## config.mk

```make
export PLATFORM = sky130hd
export DESIGN_NAME = dibr_view_unit
export DESIGN_NICKNAME = d
export VERILOG_FILES = /design/src/design/dibr_pkg.sv /design/src/design/dibr_view_unit.sv
export SDC_FILE = /design/constraint.sdc
export NUM_CORES = 1
export LEC_CHECK = 0
export BUFFER_PORTS_ARGS = -buffer_cell sky130_fd_sc_hd__buf_2
export CAP_MARGIN = 20
export CORE_ASPECT_RATIO = 1.5
export CORE_UTILIZATION = 37
export DETAILED_ROUTE_END_ITERATION = 7
export HOLD_SLACK_MARGIN = 0.08
export PLACE_DENSITY_LB_ADDON = 0.2
export SYNTH_ARGS = -nofsm -noshare
export SYNTH_HDL_FRONTEND = slang
export SYNTH_SLANG_ARGS = --single-unit
```

## constraint.sdc

```tcl
create_clock -name clk -period 1.44 [get_ports clk]
set_input_delay 0.288 -clock clk [delete_from_list [all_inputs] [get_ports clk]]
set_output_delay 0.288 -clock clk [all_outputs]
set_load 0.05 [all_outputs]
```

## src/design/dibr_pkg.sv

```systemverilog
// Shared types, constants and the depth-to-disparity mapping for the anaglyph row warp.
`timescale 1ns / 1ps

package dibr_pkg;

	localparam int COL_W   = 10;
	localparam int CHAN_W  = 8;
	localparam int PIX_W   = 3 * CHAN_W;
	localparam int AWID_W  = 11;
	localparam int DRAW_W  = 5;
	localparam int N_THR   = 17;

	localparam logic       CMD_LOAD = 1'b0;
	localparam logic       CMD_READ = 1'b1;
	localparam logic [AWID_W-1:0] AWID_RESET = 11'd1024;

	// smallest depth code reaching each disparity step
	localparam logic [CHAN_W-1:0] DISP_THR [N_THR] = '{
		8'd7,   8'd20,  8'd34,  8'd48,  8'd62,  8'd76,  8'd90,  8'd105, 8'd120,
		8'd135, 8'd151, 8'd167, 8'd183, 8'd199, 8'd216, 8'd233, 8'd251
	};

	typedef struct packed {
		logic              command;
		logic [COL_W-1:0]  column;
		logic [CHAN_W-1:0] in_blue;
		logic [CHAN_W-1:0] in_green;
		logic [CHAN_W-1:0] in_red;
		logic [CHAN_W-1:0] depth_code;
	} in_item_t;

	typedef struct packed {
		logic [CHAN_W-1:0] out_blue;
		logic [CHAN_W-1:0] out_green;
		logic [CHAN_W-1:0] out_red;
	} out_item_t;

	typedef struct packed {
		logic clear;
		logic step;
	} view_ctl_t;

	// round(117.3285*c/(1530+c)) as a count of thresholds passed
	function automatic logic [DRAW_W-1:0] disparity_of(input logic [CHAN_W-1:0] c);
		logic [DRAW_W-1:0] d;
		d = '0;
		for (int k = 0; k < N_THR; k++) begin
			if (c >= DISP_THR[k]) begin
				d = d + DRAW_W'(1);
			end
		end
		return d;
	endfunction

endpackage

```

## src/design/dibr_view_unit.sv

```systemverilog
// One warped view: disparity match and first-hit select into the view register.
`timescale 1ns / 1ps

module dibr_view_unit import dibr_pkg::*; #(
	parameter int DW = 5
) (
	input  logic             clk,
	input  view_ctl_t        ctl,
	input  logic             src_ok,
	input  logic [DW-1:0]    step_m,
	input  logic [DW-1:0]    entry_disp,
	input  logic [PIX_W-1:0] entry_pix,
	output logic [PIX_W-1:0] view
);

	logic [PIX_W-1:0] view_q;
	logic             hit;

	assign hit  = ctl.step && src_ok && (entry_disp == step_m) && (view_q[CHAN_W-1:0] == '0);
	assign view = view_q;

	always_ff @(posedge clk) begin
		if (ctl.clear) begin
			view_q <= '0;
		end else if (hit) begin
			view_q <= entry_pix;
		end
	end

endmodule

```

## Word level (Yosys, flattened, before mapping)

Cells that the tools add are included.

- Flip-flop bits (word level): 24
- Input port bits: 38
- Logic and storage cells: 6

- Equality and inequality tests: 1
- Reductions and logical operators: 4

Operators by type and width:

| operator | count |
|---|---|
| 8-bit zero test | 1 |
| 5-bit == test | 1 |
| 1-bit logical AND | 3 |

## Logic depth before layout (Yosys ltp)

- Depth in word-level cells: 3
- Depth in mapped cells: 6
- Depth with buffers taken out: 4

## Worst setup path before layout

Ideal clock, no wire load.

- Path type: reg2reg
- Start point: reg view_q[5] (netlist: view[5])
- End point: reg view_q[10] (netlist: view[10])
- Setup time: 71 ps
- Arrival time: 1571 ps
- Required time: 1369 ps
- Slack: -201 ps
- Cell stages (with the launch flop): 7
- Path buffers: 2
- Path through: dfxtp_1 -> nor4b_1 -> and4_1 -> clkbuf_2 -> buf_4 -> nand3_1 -> a21oi_1

- Word-level cells in the longest chain between the ends: 2

Ends and longest elaborated chain:

| item | line | RTL |
|---|---|---|
| start: declaration | dibr_view_unit.sv:16 | `logic [PIX_W-1:0] view_q;` |
| start signal: assignment | dibr_view_unit.sv:26 | `view_q <= entry_pix;` |
| 8-bit zero test | dibr_view_unit.sv:19 | `assign hit = ctl.step && src_ok && (entry_disp == step_m) && (view_q[CHAN_W-1:0] == '0);` |
| 1-bit logical AND | dibr_view_unit.sv:19 |  |

No other way between the ends.
A chain may end at the register's enable or synchronous reset.

## Final worst setup path

- Start point: reg view_q[6] (netlist: view[6])
- End point: reg view_q[19] (netlist: view[19])

The elaborated chain is that of the path after synthesis.

==> results.txt <==
setup ws final: -0.0173 ns
reg2reg start: view[6]
Ys Warns: 0
grt total ovfl: 0
CP required: 1.67 ns
# Max-Cap Violations: 0
Max Buffers Root-to-Sink: 2
Die Y: 65.3 um
Final Cell Area: 1440 um^2
latest clock arrival within the worst-skew pair: 0.30 ns
Reg power frac: 0.576
Setup CP Type: flip-flop to flip-flop
Seq/Total Area, Yosys: 0.485
Distinct cells, synth: 24
Worst setup EP type: flip-flop
NetSw: 0.000288 W
ratio of cells with drive above 1 in the final layout: 0.506
antenna violations before repair: 0
RSZ-0062 raised after global routing: true
hpwl dp: 1.94 mm
Rows: 22
number of buffers added on ports: 61
n_diodes: 0
Comb pwr share: 0.172
Worst Min Path Start: entry_pix[0]
DRT Pass-1 Iters: 6
Total GRT Usage: 0.185
Synth area leader: dfxtp_1
Largest register FFs: 24
vias in the first global route: 1043
DR WL/cell: 13.0 um
Post-Syn Area per Cell: 9.00 um^2
Yosys top cell area share: 0.485
Worst slew margin: 0.715
width of the die: 44.2 um
Residual DRC: 0
clk_skew: 0.00995 ns
Power Density: 800 nW/um^2
Area contributors post-synth: dfxtp_1 (49%), a21oi_1 (8.1%), nand3_1 (8.1%)
fmax: 0.686 GHz
final count of negative-setup-slack endpoints: 3
FILL cells: 242
Ports: 62
drt first-iter violations: 12
Setup Buffers After CTS: 0
Worst Setup SP: view[6]
Initial Utilization: 0.399
fin crit share: 1.01
vias per cell: 5.38
area of the multi-input gates: 460 um^2
clock share of power: 0.252
CTS Buf Count: 3
syn nets: 148
Design Power: 0.00115 W
Worst Tran Pin Value: 0.428 ns
status: finished with violations
Crit Path Max Fanout: 9
worst min path class: input port to flip-flop
DIE AREA: 2890 um^2
Area growth syn-to-layout: 45.4%
vias: 1075
Worst setup SP type: flip-flop
register area: 500 um^2
Cell Area, Synth: 990 um^2
drt total wl: 2.59 mm
Root Buffer: clkbuf_4
Sw Ratio: 0.250
Tmin final: 1.46 ns
CTS tree: built
Worst-path clk slew: 0.13 ns
first-pass GRT wire length: 4.13 mm
Lkg Pwr: 0.656 nW
final hold vios: 0
Peak supply drop: 0.484 mV
dpl cell area: 1370 um^2
Int Power: 0.000863 W
post-synthesis cell count: 110
largest net degree at the start of global routing: 25
Sink Count: 24
final net count: 215
Critical Path AT: 1.69 ns
pins over their slew limit: 0
flop and latch count out of synthesis: 24
H-tree levels: 1
CORE AREA: 2480 um^2
dpl ws: -0.248 ns
GPL Wtd Cong: 0.696
Detail Route Antenna Nets: 0
failing checks: negative setup slack
[final cells by class]
type	count	share of cell area
Sequential cell	24	0.348
Clock buffer	4	0.0183
Timing Repair Buffer	72	0.293
Tap cell	24	0.0209
Multi-Input combinational cell	76	0.320
[logic make-up after synthesis]
kind of cell | share of synthesized area
and+or+nand+nor | 0.168
xor gates and xnor gates | 0.0442
buffers and inverters | 0.0860
AOI/OAI and AO/OA | 0.216
DFF | 0.485
[cells in the final DEF (no fill, tap or decap)]
master	count
buf_2	61
nand3_1	16
dfxtp_1	16
a21oi_1	15
o21ai_1	10
a31oi_1	8
nor2_1	8
buf_4	8
o21ai_0	5
xor2_1	4
dfxtp_4	4
dfxtp_2	4
clkbuf_4	3
or4_1	1
nor2b_1	1
nor4_2	1
nor4b_4	1
xnor2_1	1
nand4_1	1
nor4_4	1
and4_4	1
a21oi_2	1
o21ai_2	1
clkbuf_1	1
clkbuf_16	1
buf_12	1
buf_6	1
[per-layer routing]
layer,global-route usage,vias to the layer above,wire [um]
met5,0,-,0
met1,0.191,498,1010
met2,0.349,39,1410
met4,0.0682,0,59
li1,-,532,-
met3,0.0357,6,113
[worst paths after layout]
| path | endpoint | slack [ns] | cells after the start |
|---|---|---|---|
| worst max register to register | view[19] | -0.02 | 5 |
| worst min register to register | view[9] | 0.47 | 2 |
| worst min-delay path | view[0] | 0.21 | 3 |
| worst max-delay path | view[19] | -0.02 | 5 |
[power groups by stage]
stage / Sequential, W / Combinational, W / Clock, W
CTS: 0.000664 / 0.000189 / 0.000308
floorplan: 0.000693 / 0.0000801 / 0
global placement: 0.000678 / 0.000180 / 0
global route: 0.000664 / 0.000213 / 0.000325
detailed placement: 0.000678 / 0.000185 / 0
finish: 0.000663 / 0.000198 / 0.000290
[per-stage QoR]
stage,utilization,instances,hold WS (ns),setup TNS (ns)
2_1_floorplan,-,110,0.357,-0.956
3_3_place_gp,0.553,195,0.450,-2.57
3_5_place_dp,0.553,195,0.456,-3.16
4_1_cts,0.568,199,0.200,0
5_1_grt,0.581,200,0.218,-1.33
6_report,0.581,200,0.210,-0.0242
[timing repair]
action / in CTS / in global routing
resized for setup: 2 / 3
setup endpoints to repair: 16 / 20
hold buffers: 0 / 0
pin swaps: 3 / 5
gates cloned: 0 / 1
[cell usage after synthesis]
master	count
dfxtp_1	24
a21oi_1	16
nand3_1	16
o21ai_1	9
a31oi_1	8
nor2_1	8
o21ai_0	6
buf_6	4
xor2_1	4
and4_1	1
buf_2	1
buf_4	1
clkbuf_1	1
clkbuf_2	1
dlygate4sd1_1	1
dlygate4sd3_1	1
nand4_1	1
nor2b_1	1
nor4_1	1
nor4_2	1
nor4b_1	1
o21ai_2	1
or4_1	1
xnor2_1	1
[critical path, stage by stage (launching register included)]
cell,delay [ns]
dfxtp_4,0.38
nor4b_4,0.31
and4_4,0.31
clkbuf_16,0.16
nand3_1,0.08
a21oi_1,0.14
No activity file was read; power rests on OpenSTA's default activity.
